===== config.mk =====
export PLATFORM = sky130hd
export DESIGN_NAME = tcw_front
export DESIGN_NICKNAME = d
export VERILOG_FILES = /design/src/rtl/core/tcw_pkg.sv /design/src/rtl/core/tcw_front.sv
export SDC_FILE = /design/constraint.sdc
export NUM_CORES = 1
export LEC_CHECK = 0
export BUFFER_PORTS_ARGS = -buffer_cell sky130_fd_sc_hd__buf_4
export CORE_MARGIN = 2
export CORE_UTILIZATION = 54
export CTS_CLUSTER_DIAMETER = 200
export DETAILED_ROUTE_END_ITERATION = 6
export PLACE_DENSITY = 0.82
export SETUP_SLACK_MARGIN = 0.02
export SLEW_MARGIN = 30
export SYNTH_ARGS = -nofsm -noshare
export SYNTH_HDL_FRONTEND = slang
export SYNTH_SLANG_ARGS = --single-unit
export TNS_END_PERCENT = 50

===== constraint.sdc =====
create_clock -name clk -period 5.2 [get_ports clk]
set_input_delay 0.26 -clock clk [delete_from_list [all_inputs] [get_ports clk]]
set_output_delay 0.26 -clock clk [all_outputs]
set_load 0.03 [all_outputs]

===== src/rtl/core/tcw_pkg.sv =====
`default_nettype none
// ----------------------------------------------------------------------------
// tcw_pkg: shared types and constants for the text console writer
// Field widths, opcodes, command format passed from front to back.
// ----------------------------------------------------------------------------
package tcw_pkg;

  // Field widths fixed by the transaction format
  localparam int CHAR_W = 8;
  localparam int COL_W  = 7;
  localparam int ROW_W  = 5;
  localparam int CELL_W = 16;
  localparam int DATA_W = 32;

  // Largest screen is 128 x 32 cells
  localparam int ADDR_W = 12;

  // Default screen geometry
  localparam int DEF_WIDTH  = 80;
  localparam int DEF_HEIGHT = 25;

  // Command queue depth (power of two)
  localparam int QDEPTH = 2;

  // Character and attribute codes
  localparam logic [CHAR_W-1:0] NL_CODE        = 8'd10;
  localparam logic [CHAR_W-1:0] SPACE_CODE     = 8'd32;
  localparam logic [CHAR_W-1:0] TEXT_COLOR_RST = 8'd7;
  localparam logic [CELL_W-1:0] INIT_CELL      = {TEXT_COLOR_RST, SPACE_CODE};

  // Input opcodes
  typedef enum logic [1:0] {
    OP_PUT_CHAR = 2'd0,
    OP_PUT_CELL = 2'd1,
    OP_READ     = 2'd2,
    OP_CLEAR    = 2'd3
  } op_t;

  // Memory action for the back end
  typedef enum logic [1:0] {
    CMD_NONE  = 2'd0,
    CMD_WRITE = 2'd1,
    CMD_READ  = 2'd2,
    CMD_FILL  = 2'd3
  } cmd_kind_t;

  // One classified command
  typedef struct packed {
    cmd_kind_t          kind;
    logic [ADDR_W-1:0]  addr;
    logic [CELL_W-1:0]  wdata;
    logic               row_clear;
    logic [ADDR_W-1:0]  row_base;
    logic [COL_W-1:0]   cursor_col;
    logic [ROW_W-1:0]   cursor_row;
    logic               scrolled;
    logic               ignored;
  } cmd_t;

endpackage
`default_nettype wire


===== src/rtl/core/tcw_front.sv =====
`default_nettype none
// ----------------------------------------------------------------------------
// tcw_front: input decode and cursor tracking
// Accepts transactions, tracks cursor and scroll offset, and turns each
// transaction into one memory command with its result fields.
// ----------------------------------------------------------------------------
module tcw_front #(
  parameter int WIDTH  = tcw_pkg::DEF_WIDTH,
  parameter int HEIGHT = tcw_pkg::DEF_HEIGHT
) (
  input  wire logic                        clk,
  input  wire logic                        rst,
  input  wire logic                        s_tvalid,
  output logic                             s_tready,
  input  wire logic [tcw_pkg::DATA_W-1:0]  s_tdata,
  input  wire logic                        cfg_we,
  input  wire logic [tcw_pkg::CHAR_W-1:0]  cfg_wdata,
  input  wire logic                        q_full,
  input  wire logic                        init_busy,
  output logic                             q_push,
  output tcw_pkg::cmd_t                    q_cmd
);

  localparam logic [tcw_pkg::COL_W:0]    WIDTH_C  = (tcw_pkg::COL_W+1)'(WIDTH);
  localparam logic [tcw_pkg::ROW_W:0]    HEIGHT_R = (tcw_pkg::ROW_W+1)'(HEIGHT);
  localparam logic [tcw_pkg::ROW_W-1:0]  ROW_LAST = tcw_pkg::ROW_W'(HEIGHT - 1);
  localparam logic [tcw_pkg::ADDR_W-1:0] WIDTH_A  = tcw_pkg::ADDR_W'(WIDTH);

  // Architectural state
  logic [tcw_pkg::COL_W-1:0]  cursor_col;
  logic [tcw_pkg::ROW_W-1:0]  cursor_row;
  logic [tcw_pkg::ROW_W-1:0]  top;
  logic [tcw_pkg::CHAR_W-1:0] text_color;
  logic [tcw_pkg::COL_W-1:0]  cursor_col_next;
  logic [tcw_pkg::ROW_W-1:0]  cursor_row_next;
  logic [tcw_pkg::ROW_W-1:0]  top_next;

  // Payload fields
  tcw_pkg::op_t                op;
  logic [tcw_pkg::CHAR_W-1:0]  char_code;
  logic [tcw_pkg::CHAR_W-1:0]  cell_color;
  logic [tcw_pkg::COL_W-1:0]   col;
  logic [tcw_pkg::ROW_W-1:0]   row;

  assign op         = tcw_pkg::op_t'(s_tdata[1:0]);
  assign char_code  = s_tdata[9:2];
  assign cell_color = s_tdata[17:10];
  assign col        = s_tdata[24:18];
  assign row        = s_tdata[29:25];

  // Logical row to physical row, offset by the scroll pointer
  function automatic logic [tcw_pkg::ROW_W-1:0] phys_row(
    input logic [tcw_pkg::ROW_W-1:0] r,
    input logic [tcw_pkg::ROW_W-1:0] t
  );
    logic [tcw_pkg::ROW_W:0] sum;
    sum = {1'b0, r} + {1'b0, t};
    if (sum >= HEIGHT_R) begin
      sum = sum - HEIGHT_R;
    end
    return sum[tcw_pkg::ROW_W-1:0];
  endfunction

  function automatic logic [tcw_pkg::ADDR_W-1:0] row_base(
    input logic [tcw_pkg::ROW_W-1:0] pr
  );
    return tcw_pkg::ADDR_W'(pr) * WIDTH_A;
  endfunction

  assign s_tready = !q_full && !init_busy;
  assign q_push   = s_tvalid && s_tready;

  // Classify the transaction and work out the next cursor
  always_comb begin
    logic                       in_range;
    logic                       nl;
    logic [tcw_pkg::COL_W:0]    col_inc;
    logic                       wrap;
    in_range = ({1'b0, col} < WIDTH_C) && ({1'b0, row} < HEIGHT_R);
    nl       = (char_code == tcw_pkg::NL_CODE);
    col_inc  = {1'b0, cursor_col} + 1'b1;
    wrap     = nl || (col_inc == WIDTH_C);

    q_cmd           = '0;
    q_cmd.kind      = tcw_pkg::CMD_NONE;
    cursor_col_next = cursor_col;
    cursor_row_next = cursor_row;
    top_next        = top;

    case (op)
      tcw_pkg::OP_PUT_CHAR: begin
        if (!nl) begin
          q_cmd.kind      = tcw_pkg::CMD_WRITE;
          q_cmd.addr      = row_base(phys_row(cursor_row, top)) +
                            tcw_pkg::ADDR_W'(cursor_col);
          q_cmd.wdata     = {text_color, char_code};
          cursor_col_next = col_inc[tcw_pkg::COL_W-1:0];
        end
        if (wrap) begin
          cursor_col_next = '0;
          if (cursor_row == ROW_LAST) begin
            // old top row becomes the new, blank bottom row
            q_cmd.row_clear = 1'b1;
            q_cmd.row_base  = row_base(top);
            q_cmd.scrolled  = 1'b1;
            top_next        = (top == ROW_LAST) ? '0 : top + 1'b1;
          end else begin
            cursor_row_next = cursor_row + 1'b1;
          end
        end
      end
      tcw_pkg::OP_PUT_CELL: begin
        if (in_range) begin
          q_cmd.kind  = tcw_pkg::CMD_WRITE;
          q_cmd.addr  = row_base(phys_row(row, top)) + tcw_pkg::ADDR_W'(col);
          q_cmd.wdata = {cell_color, char_code};
        end else begin
          q_cmd.ignored = 1'b1;
        end
      end
      tcw_pkg::OP_READ: begin
        if (in_range) begin
          q_cmd.kind = tcw_pkg::CMD_READ;
          q_cmd.addr = row_base(phys_row(row, top)) + tcw_pkg::ADDR_W'(col);
        end else begin
          q_cmd.ignored = 1'b1;
        end
      end
      tcw_pkg::OP_CLEAR: begin
        q_cmd.kind      = tcw_pkg::CMD_FILL;
        q_cmd.wdata     = {text_color, tcw_pkg::SPACE_CODE};
        cursor_col_next = '0;
        cursor_row_next = '0;
      end
      default: begin
        q_cmd.kind = tcw_pkg::CMD_NONE;
      end
    endcase

    q_cmd.cursor_col = cursor_col_next;
    q_cmd.cursor_row = cursor_row_next;
  end

  // Cursor, scroll pointer and color register
  always_ff @(posedge clk) begin
    if (rst) begin
      cursor_col <= '0;
      cursor_row <= '0;
      top        <= '0;
      text_color <= tcw_pkg::TEXT_COLOR_RST;
    end else begin
      if (q_push) begin
        cursor_col <= cursor_col_next;
        cursor_row <= cursor_row_next;
        top        <= top_next;
      end
      if (cfg_we) begin
        text_color <= cfg_wdata;
      end
    end
  end

endmodule
`default_nettype wire


==> flow_summary.toml <==
[status]
status = "complete, no violations"

[placement]
dp_slack_ns = 0.2065
dp_hpwl_mm = 8.075
gp_congestion = 0.8438
io_buffers = 98

[route]
totalWireLength_mm = 10.70
first_pass_iters = 5
wire_per_inst_um = 16.21
drc_errors = 0
vias = 3979
drtAntennaViolNets = 0
drt-initial-drc-count = 216
via_per_inst = 6.029

[critical_path]
end_kind = "output pin"
arrival_ns = 4.78
critPathKind = "reg2out"
crit_path_max_fanout = 4
cp-start-kind = "flip-flop"
worstPathRequired_ns = 4.94

[clock_tree]
cts-root-buf = "clkbuf_8"
cts_made_buffers = 3
hold_buffers = 0
htreeDepth = 1
clockBufferDepth = 2
clock_latency_ns = 0.28
clkSlewWorstSetupHoldPaths_ns = 0.09
cts_tree = "yes"
cts_sinks = 25

[floorplanning]
start_util_pct = 55.03
rows = 30
die_w_um = 86.75
die_h_um = 86.75
die-area_sq_um = 7525
io_pins = 105
core-area_sq_um = 6719

[global_routing]
grt_max_degree = 23
grt_pass1_vias = 3671
grt.overflow.total = 0
globalRouteTotalUtil_pct = 26.91
antenna_found_initial = 0
grt_pass1_wl_mm = 16.69

[sta]
maxSlewHeadroom_pct = 52.89
rsz0062_at_grt = "true"
layout_worst_path_cycle_share_pct = 96.88
final-hold-violation-count = 0
fin_crit_ns = 5.038
tightestPinTransition_ns = 0.6979
finalWorstSetupSlack_ns = 0.1622
setup_viol_count_final = 0
fin_skew_ns = 0.001401
timing.fmax_mhz = 198.5
final_max_slew_viol_count = 0
whs_ns = 0.1933

[job]
maxCapViolCount = 0

[synthesis]
ys_seq_area_share_pct = 13.54
synth_top_family_by_area = "compound AO/OA/AOI/OAI gates"
ys_top_cells_by_area = "ha_1 (16%), dfxtp_1 (14%), nor2_1 (5.7%), fa_1 (3.8%), mux2i_1 (3.8%)"
synth.mux.area_fraction_pct = 4.467
yosysTopAreaCellShare_pct = 16.24
synth-xor-area-share_pct = 5.922
synth_compound_area_share_pct = 25.48
yosys_warnings = 0
synthFlopType = "dfxtp_1"
synthAdderAreaFrac_pct = 20.03
synthArstFlopShare_pct = 0
ys_ff_latch = 25
synth.distinct_cells = 67
synth-simple-area-share_pct = 23.96
synth_top_area_cell = "ha_1"
synth_edf_count = 0
synth_cells = 486
syn_area_sq_um = 3697
synth_area_per_cell_sq_um = 7.608

[finish]
final_cell_mix = "buf_4 (109), nor2_1 (55), ha_1 (45)"
nets = 682
num_antenna_cells = 0
final_common_cell = "buf_4"
synthToLayoutAreaGrowth_pct = 26.53
n_fill_cell = 565
drive_gt1_share_pct = 25.17

[pwr]
power_leakage_nw = 2.253
vdd_drop_max_mv = 0.1071
power.density_nw_per_um2 = 128.8

[min_path]
hold_path.class = "in2reg"
## cell usage after synthesis (all sizes together) (8+ instances only)
library cell  instances
inv                  34
and2                 11
clkbuf               15
nand3                11
nand2b                8
ha                   48
dfxtp                25
a21oi                27
mux2i                15
nor2                 57
nand4                 9
nand2                32
nor2b                14
nor3                  8
xnor2                16
a22oi                16
xor2                  9
o21ai                30
## repair_timing
| item | CTS | global route |
|---|---|---|
| gates cloned | 0 | 0 |
| setup buffers | 0 | 6 |
| pin swaps | 3 | 15 |
| gates resized for setup | 5 | 20 |
| setup endpoints to repair | 2 | 3 |
## critical path, stage by stage, from the launching register on
cell	delay [ns]
dfxtp_2	0.35
ha_2	0.18
inv_1	0.06
fa_2	0.58
ha_4	0.14
nand2_2	0.08
o22ai_4	0.21
o311ai_4	0.12
buf_4	0.17
a21o_1	0.20
ha_1	0.30
ha_2	0.20
fa_1	0.57
o211ai_1	0.16
o311ai_1	0.34
a21oi_1	0.14
or4_1	0.42
o211ai_1	0.11
buf_4	0.19
## layer usage
layer	wire, um	global-route usage, %	vias to the layer above
met1	4698	35.17	1901
met4	125	6.676	0
met5	0	0	-
met3	459	2.571	11
li1	-	-	1940
met2	5415	47.48	127
## layout make-up
cell class                 count  area (sq um)  share of cell area [%]
clock buffer                   4         45.04                  0.9628
timing repair buffer         109         818.3                   17.49
multi-input combinational    407          3082                   65.87
sequential                    25         501.7                   10.72
tap                           80         100.1                   2.140
inverter                      35         131.4                   2.808
## cell families (layout without fill, tap and decap cells)
logic type	count (synthesis)	count (layout)
DFF	25	25
and+or+nand+nor	173	173
adders and majority gates	55	55
other	1	4
buffers and inverters	57	148
muxes	16	16
xor gates and xnor gates	25	25
AOI/OAI and AO/OA	134	134
## worst paths after layout
check                           slack, ns     startpoint            end  cells after the start
worst max-delay path                 0.16         top[0]      q_cmd[53]                     18
worst min-delay path                 0.19   cfg_wdata[1]  text_color[1]                      3
worst max register to register       2.87  cursor_col[0]  cursor_row[0]                      6
worst min register to register       0.49  text_color[2]  text_color[2]                      2
## registers in the layout, summed over array words and instances (netlist names)
name and flops:
cursor_col 7, cursor_row 5, text_color 8, top 5
## power breakdown
group	switching, mW	total (mW)	leakage (nW)	internal (mW)
logic	0.163	0.280	2.03	0.117
clock network	0.0680	0.123	0.0228	0.0551
registers	0.00381	0.200	0.204	0.196
## through the flow
stage | TNS [ns] | instance area, sq um | total power, mW | util [%] | instances
finish | 0 | 4678 | 0.6024 | 69.63 | 660
global route | -0.05244 | 4678 | 0.6328 | 69.63 | 660
CTS | 0 | 4531 | 0.5930 | 67.43 | 654
detailed placement | 0 | 4473 | 0.4714 | 66.57 | 650
global placement | 0 | 4473 | 0.4652 | 66.57 | 650
floorplan | 0 | 3709 | 0.3855 | - | 489
Power figures use the tool's default switching activity.
