**config.mk**
```make
export PLATFORM = sky130hd
export DESIGN_NAME = tcw_queue
export DESIGN_NICKNAME = d
export VERILOG_FILES = /design/src/rtl/core/tcw_pkg.sv /design/src/rtl/core/tcw_queue.sv
export SDC_FILE = /design/constraint.sdc
export NUM_CORES = 1
export LEC_CHECK = 0
export BUFFER_PORTS_ARGS = -buffer_cell sky130_fd_sc_hd__buf_2
export CORE_AREA = 2 2 73 127
export CTS_CLUSTER_DIAMETER = 100
export CTS_CLUSTER_SIZE = 16
export DETAILED_ROUTE_END_ITERATION = 12
export DIE_AREA = 0 0 75 129
export PLACE_DENSITY = 0.77
export SYNTH_ARGS = -nofsm -noshare
export SYNTH_HDL_FRONTEND = slang
export SYNTH_SLANG_ARGS = --single-unit
```
**constraint.sdc**
```tcl
create_clock -name clk -period 5.17 [get_ports clk]
set_clock_uncertainty 0.15 [all_clocks]
set_input_delay 0.7755 -clock clk [delete_from_list [all_inputs] [get_ports clk]]
set_output_delay 0.7755 -clock clk [all_outputs]
set_load 0.01 [all_outputs]
```
**src/rtl/core/tcw_pkg.sv**
```systemverilog
`default_nettype none
// ----------------------------------------------------------------------------
// tcw_pkg: shared types and constants for the text console writer
// Field widths, opcodes, command format passed from front to back.
// ----------------------------------------------------------------------------
package tcw_pkg;

  // Field widths fixed by the transaction format
  localparam int CHAR_W = 8;
  localparam int COL_W  = 7;
  localparam int ROW_W  = 5;
  localparam int CELL_W = 16;
  localparam int DATA_W = 32;

  // Largest screen is 128 x 32 cells
  localparam int ADDR_W = 12;

  // Default screen geometry
  localparam int DEF_WIDTH  = 80;
  localparam int DEF_HEIGHT = 25;

  // Command queue depth (power of two)
  localparam int QDEPTH = 2;

  // Character and attribute codes
  localparam logic [CHAR_W-1:0] NL_CODE        = 8'd10;
  localparam logic [CHAR_W-1:0] SPACE_CODE     = 8'd32;
  localparam logic [CHAR_W-1:0] TEXT_COLOR_RST = 8'd7;
  localparam logic [CELL_W-1:0] INIT_CELL      = {TEXT_COLOR_RST, SPACE_CODE};

  // Input opcodes
  typedef enum logic [1:0] {
    OP_PUT_CHAR = 2'd0,
    OP_PUT_CELL = 2'd1,
    OP_READ     = 2'd2,
    OP_CLEAR    = 2'd3
  } op_t;

  // Memory action for the back end
  typedef enum logic [1:0] {
    CMD_NONE  = 2'd0,
    CMD_WRITE = 2'd1,
    CMD_READ  = 2'd2,
    CMD_FILL  = 2'd3
  } cmd_kind_t;

  // One classified command
  typedef struct packed {
    cmd_kind_t          kind;
    logic [ADDR_W-1:0]  addr;
    logic [CELL_W-1:0]  wdata;
    logic               row_clear;
    logic [ADDR_W-1:0]  row_base;
    logic [COL_W-1:0]   cursor_col;
    logic [ROW_W-1:0]   cursor_row;
    logic               scrolled;
    logic               ignored;
  } cmd_t;

endpackage
`default_nettype wire

```
**src/rtl/core/tcw_queue.sv**
```systemverilog
`default_nettype none
// ----------------------------------------------------------------------------
// tcw_queue: command queue between front and back
// Small register FIFO so the two sides stall independently.
// ----------------------------------------------------------------------------
module tcw_queue (
  input  wire logic           clk,
  input  wire logic           rst,
  input  wire logic           push,
  input  wire tcw_pkg::cmd_t  push_cmd,
  input  wire logic           pop,
  output tcw_pkg::cmd_t       head_cmd,
  output logic                full,
  output logic                empty
);

  localparam int PTR_W = $clog2(tcw_pkg::QDEPTH);
  localparam int CNT_W = $clog2(tcw_pkg::QDEPTH + 1);

  tcw_pkg::cmd_t      slots [tcw_pkg::QDEPTH];
  logic [PTR_W-1:0]   wr_ptr;
  logic [PTR_W-1:0]   rd_ptr;
  logic [CNT_W-1:0]   count;

  assign full     = (count == CNT_W'(tcw_pkg::QDEPTH));
  assign empty    = (count == '0);
  assign head_cmd = slots[rd_ptr];

  // Storage
  always_ff @(posedge clk) begin
    if (push) begin
      slots[wr_ptr] <= push_cmd;
    end
  end

  // Pointers and occupancy
  always_ff @(posedge clk) begin
    if (rst) begin
      wr_ptr <= '0;
      rd_ptr <= '0;
      count  <= '0;
    end else begin
      if (push) begin
        wr_ptr <= wr_ptr + 1'b1;
      end
      if (pop) begin
        rd_ptr <= rd_ptr + 1'b1;
      end
      if (push && !pop) begin
        count <= count + 1'b1;
      end else if (pop && !push) begin
        count <= count - 1'b1;
      end
    end
  end

endmodule
`default_nettype wire

```
==> metrics.yaml, run 1 <==
status: "complete, no violations"
hold_viol_final: 0
yosysUniqueCellTypes: 17
core_um2: 8610
cts_root_buf: "clkbuf_16"
portBuffers: 119
cts_buffers: 17
htreeDepth: 4
syn_area_um2: 4320
ir_drop_mv: 0.296
synth.ff_latch_count: 119
grt_usage_pct: 16.8
power_density_nw_per_um2: 452
period_minus_slack_ns: 3.12
die_x_um: 75
p_leak_nw: 2.18
finalCritPeriodShare_pct: 60.3
drc: 0
post-cts-setup-buffer-count: 0
finalPower_mw: 2.56
placed_cells: 432
first_iter_violations: 88
cp.depth: 3
stdcell_count: 464
syn_nets: 261
clk_pin_slew_ns: 0.05
maxCapViolations: 0
criticalPathCategory: "flip-flop to output pin"
crit_chain: "buf_4 > mux2_2 > buf_2"
grt_pass1_vias: 2386
finalWirelength_um: 7610
seq_area_frac_synth_pct: 81.5
row_count: 45
worstMarginPinSlew_ns: 0.824
gr-total-overflow: 0
worstPathRequired_ns: 4.24
drtAntennaViolNets: 0
hold_depth: 2
r2r_cells: 2
nets: 396
synthCells: 199
detail_route.vias_per_cell: 4.90
gp_congestion: 0.727
drive_gt1_share_pct: 61.7
min_delay_worst_endpoint: "rd_ptr$_SDFFE_PP0P_"
cp_slowest_cell: "dfxtp_2"
clock_latency_ns: 0.40
die_h_um: 129
crit_fanout: 30
grt_max_degree: 58
nFillCells: 623
num_vias: 2275
r2r_slack_ns: 3.14
cts_hold_buffers: 0
dieArea_um2: 9680
pin_count: 120
final_core_util_pct: 65.8
ctsResizeCount: 0
arrival_ns: 2.19
reg2reg_to: "slots[0][35]$_DFFE_PP_"
holdCritStartpoint: "rd_ptr$_SDFFE_PP0P_"
end_kind: "output pin"
syn_to_final_growth_pct: 31.0
rsz0062_at_grt: "false"
dpl.hpwl_um: 4980
max_freq_ghz: 0.321
antenna_found_initial: 0
routedWlPerCell_um: 16.4
r2r_start: "wr_ptr$_SDFFE_PP0P_"
cts_tree: "done"
clock-sinks: 119
cp_num_buf_inv: 2
hold_path_class: "flip-flop to flip-flop"
drt_first_pass_iters: 4
finalSetupViolCount: 0
diodes: 0
finalMaxSlewViolations: 0
maxSlewHeadroom_pct: 45.0
cp-start-kind: "flip-flop"
worst_path_largest_cell_delay_ns: 0.73
grt_pass1_wl_um: 11000
tns_ns: 0
yosys_warnings: 0
clockBufferDepth: 2
synth_area_per_cell_um2: 21.7
cp_top_family: "flip-flops"
start_util_pct: 50.2
[worst reg2reg max path: cells and delay by family, from the launching register on]
| kind | cells | cell delay [ns] |
|---|---|---|
| buf+inv | 1 | 0.51 |
| flops | 1 | 0.34 |
| simple gates | 1 | 0.67 |
[routing by layer]
metal  track usage [%]  share of wire, %
met1              14.4                31
met2              30.0                60
met3              8.61               6.6
met4              8.51               2.6
met5                 0                 0
[power by group]
group / total (mW) / switching (mW) / internal, mW
Combinational: 0.222 / 0.114 / 0.108
Clock: 1.19 / 0.373 / 0.815
Sequential: 1.15 / 0.0236 / 1.13
[kinds of logic (layout without fill, tap and decap cells)]
| family | count (synthesis) | in the layout | synth area share (%) |
|---|---|---|---|
| AOI/OAI and AO/OA | 2 | 2 | 0.231 |
| xor gates and xnor gates | 4 | 4 | 0.810 |
| adders and majority gates | 1 | 1 | 0.289 |
| buffers and inverters | 7 | 155 | 1.27 |
| DFF | 119 | 119 | 81.5 |
| muxes | 57 | 57 | 14.8 |
| and+or+nand+nor | 9 | 9 | 1.07 |
[stage by stage]
stage / instance area, um2 / setup slack [ns] / hold WS, ns
floorplan: 4320 / 1.25 / 0.311
global placement: 5050 / 2.44 / 0.333
detailed placement: 5050 / 2.42 / 0.362
CTS: 5670 / 2.00 / 0.386
global route: 5670 / 1.93 / 0.381
finish: 5670 / 2.05 / 0.381
[flip-flops by register name, indices dropped and copies added, names as in the netlist, named ones only]
name    flops
wr_ptr      1
slots     114
count       2
rd_ptr      1
[cells in the final DEF (no fill, tap or decap), types with 2 or more instances in the layout]
cell and instances:
clkbuf_16 17, clkbuf_8 5, bufinv_16 3, dfxtp_1 4
xor2_1 2, nor2_1 5, edfxtp_1 114, mux2_2 57
clkinv_2 6, xnor2_1 2, buf_2 119, buf_4 3
[cell usage after synthesis]
cell type	n	area [um2]
dfxtp_1	5	100
and2_1	1	6.26
or3_1	1	6.26
nor2b_1	1	6.26
buf_2	2	10.0
edfxtp_1	114	3420
xnor2_1	2	17.5
ha_1	1	12.5
and2b_2	1	8.76
buf_6	3	33.8
inv_1	1	3.75
a21oi_1	1	5.00
xor2_1	2	17.5
buf_4	1	7.51
nor2_1	5	18.8
mux2_2	57	642
o21ai_0	1	5.00
[layout make-up]
| type | count | area (um2) | share of cell area (%) |
|---|---|---|---|
| clock buffer | 23 | 498 | 8.79 |
| sequential | 119 | 3520 | 62.2 |
| tap | 117 | 146 | 2.58 |
| inverter | 1 | 3.75 | 0.0663 |
| multi-input combinational | 73 | 754 | 13.3 |
| clock inverter | 9 | 120 | 2.12 |
| timing repair buffer | 122 | 618 | 10.9 |
[worst max path at each step]
| stage | from | endpoint | slack [ns] |
|---|---|---|---|
| 2_1_floorplan | push | slots[0][0]$_DFFE_PP_ | 1.25 |
| 3_3_place_gp | flip-flop | head_cmd[44] | 2.44 |
| 3_5_place_dp | flip-flop | head_cmd[44] | 2.42 |
| 4_1_cts | flip-flop | head_cmd[44] | 2.00 |
| 5_1_grt | flip-flop | head_cmd[44] | 1.93 |
| 6_report | flip-flop | head_cmd[44] | 2.05 |
No activity file was read; power rests on OpenSTA's default activity.
==> run 2: changes to the inputs <==
--- a/config.mk
+++ b/config.mk
@@ -6,12 +6,12 @@
 export NUM_CORES = 1
 export LEC_CHECK = 0
 export BUFFER_PORTS_ARGS = -buffer_cell sky130_fd_sc_hd__buf_2
-export CORE_AREA = 2 2 73 127
+export CORE_AREA = 2 2 77 134
 export CTS_CLUSTER_DIAMETER = 100
 export CTS_CLUSTER_SIZE = 16
 export DETAILED_ROUTE_END_ITERATION = 12
-export DIE_AREA = 0 0 75 129
-export PLACE_DENSITY = 0.77
+export DIE_AREA = 0 0 79 136
+export PLACE_DENSITY = 0.73
 export SYNTH_ARGS = -nofsm -noshare
 export SYNTH_HDL_FRONTEND = slang
 export SYNTH_SLANG_ARGS = --single-unit
==> constraint.sdc (replaced) <==
create_clock -name clk -period 2.76 [get_ports clk]
set_clock_uncertainty 0.15 [all_clocks]
set_input_delay 0.414 -clock clk [delete_from_list [all_inputs] [get_ports clk]]
set_output_delay 0.414 -clock clk [all_outputs]
set_load 0.01 [all_outputs]
==> run 2 against run 1 <==
Net effect: register-to-register slack lost 2.1 ns; cell count is 2.2% higher; combinational power rose by 97%; clock power increased by 88%; core utilization down 7.0 points.
==> metrics.yaml, run 2 (same netlist as run 1, synthesis figures left out) <==
largest_register_ffs: 114  # unchanged
cp-start-kind: "flip-flop"
drc: 0  # unchanged
routedWlPerCell_um: 16.5  # +0.61%
cts_tree: "done"
ctsResizeCount: 0  # unchanged
dieArea_um2: 10700  # +11%
post-cts-setup-buffer-count: 0  # unchanged
finalWirelength_um: 7820  # +2.8%
reg_top3: "slots: 114 flops, count: 2 flops"
grt_usage_pct: 15.3  # -1.5 points
grt_max_degree: 50  # -14%
grt_pass1_vias: 2454  # +2.8%
criticalPathCategory: "flip-flop to output pin"
clock-sinks: 119  # unchanged
finalCritPeriodShare_pct: 83.5
layout_commonest_cell: "buf_2"
num_vias: 2261  # -0.62%
worst_path_largest_cell_delay_ns: 0.47  # -0.26 ns
pin_count: 120  # unchanged
arrival_ns: 1.74  # -0.45 ns
clk_pin_slew_ns: 0.05  # about the same
p_leak_nw: 2.17  # -0.25%
ir_drop_mv: 0.493  # +66%
rsz0062_at_grt: "false"
portBuffers: 119  # unchanged
maxCapViolations: 0  # unchanged
start_util_pct: 44.4  # -5.8 points
first_iter_violations: 83  # -5.7%
final_area_um2: 5720  # +0.91%
hold_path_class: "input port to flip-flop"
hold_viol_final: 0  # unchanged
worstMarginPinSlew_ns: 0.524  # -0.300 ns
finalSetupViolCount: 0  # unchanged
max_freq_ghz: 0.434
htreeDepth: 4  # unchanged
period_minus_slack_ns: 2.30
clock_latency_ns: 0.40  # about the same
drtAntennaViolNets: 0  # unchanged
gp_congestion: 0.743  # +2.2%
layout_common_cells: "119 x buf_2, 114 x edfxtp_1, 57 x mux2_2, 17 x clkbuf_16, 5 x nor2_1"
crit_chain: "buf_12 > mux2_2 > buf_2"
cp_slowest_cell: "dfxtp_2"
drive_gt1_share_pct: 61.2  # -0.46 points
finalMaxSlewViolations: 0  # unchanged
dpl.hpwl_um: 5140  # +3.3%
cts_root_buf: "clkbuf_16"
cts_buffers: 17  # unchanged
antenna_found_initial: 2  # +2
row_count: 48  # +6.7%
crit_fanout: 49  # +63%
regMostFlops: "slots"
syn_to_final_growth_pct: 32.2
gr-total-overflow: 0  # unchanged
die_x_um: 79  # +5.3%
die_h_um: 136  # +5.4%
drt_first_pass_iters: 4  # unchanged
cts_hold_buffers: 0  # unchanged
nets: 397  # +0.25%
detail_route.vias_per_cell: 4.77  # -2.7%
clockBufferDepth: 2  # unchanged
end_kind: "output pin"
placed_cells: 441  # +2.1%
placed_cell_area_um2: 5100  # +1.1%
power_density_nw_per_um2: 843  # +87%
worstPathRequired_ns: 2.20  # -2.04 ns
tns_ns: 0  # unchanged
stdcell_count: 474  # +2.2%
maxSlewHeadroom_pct: 65.1  # +20 points
core_um2: 9730  # +13%
status: "complete, no violations"
grt_pass1_wl_um: 11600  # +5.8%
run 2: cell count changes in the layout (fill, tap and decap cells not counted), moves of 2 or more:
| cell | before | now |
|---|---|---|
| clkbuf_8 | 5 | 0 |
| buf_12 | 0 | 3 |
| clkinv_2 | 6 | 3 |
| clkinvlp_4 | 0 | 3 |
| buf_4 | 3 | 1 |
run 2: layout make-up:
type / instances / area, um2
tap: 125 / 156
sequential: 119 / 3520
timing repair buffer: 123 / 663
multi-input combinational: 73 / 754
antenna: 1 / 2.50
inverter: 1 / 3.75
fill: 798 / 4010
clock inverter: 13 / 179
clock buffer: 19 / 433
run 2: critical path, delay by kind of cell, from the launching register on:
kind,cells,cell delay [ns]
buf+inv,2,0.44
flops,1,0.47
mux,1,0.38
run 2: final timing paths:
kind	slack (ns)	end	start	cells past startpoint
max	0.46	head_cmd[31]	flip-flop	3
max reg2reg	1.07	slots[1][25]$_DFFE_PP_	wr_ptr$_SDFFE_PP0P_	2
min reg2reg	0.36	rd_ptr$_SDFFE_PP0P_	rd_ptr$_SDFFE_PP0P_	2
min	0.05	slots[0][51]$_DFFE_PP_	push_cmd[51]	1
run 2: per-layer routing:
layer / vias up / GRT usage [%] / share of wire [%]
met5: - / 0 / 0.17
met4: 2 / 11.0 / 2.1
met3: 13 / 4.78 / 4.5
li1: 1055 / - / -
met1: 1123 / 13.0 / 32
met2: 68 / 28.6 / 61
run 2: metrics by stage:
stage	hold slack, ns	total power [mW]	setup WS [ns]	util, %
finish	0.0518	4.82	0.457	58.8
global route	0.0328	4.98	0.390	58.8
CTS	0.0321	4.88	0.431	58.7
detailed placement	0.352	2.62	0.868	52.4
global placement	0.338	2.61	0.887	52.4
floorplan	0.311	2.42	0.267	-
run 2: report_power, final:
part	total, mW	switching, mW	internal [mW]
Clock	2.24	0.737	1.50
Sequential	2.14	0.0341	2.11
Combinational	0.437	0.224	0.212
Total	4.82	0.995	3.82
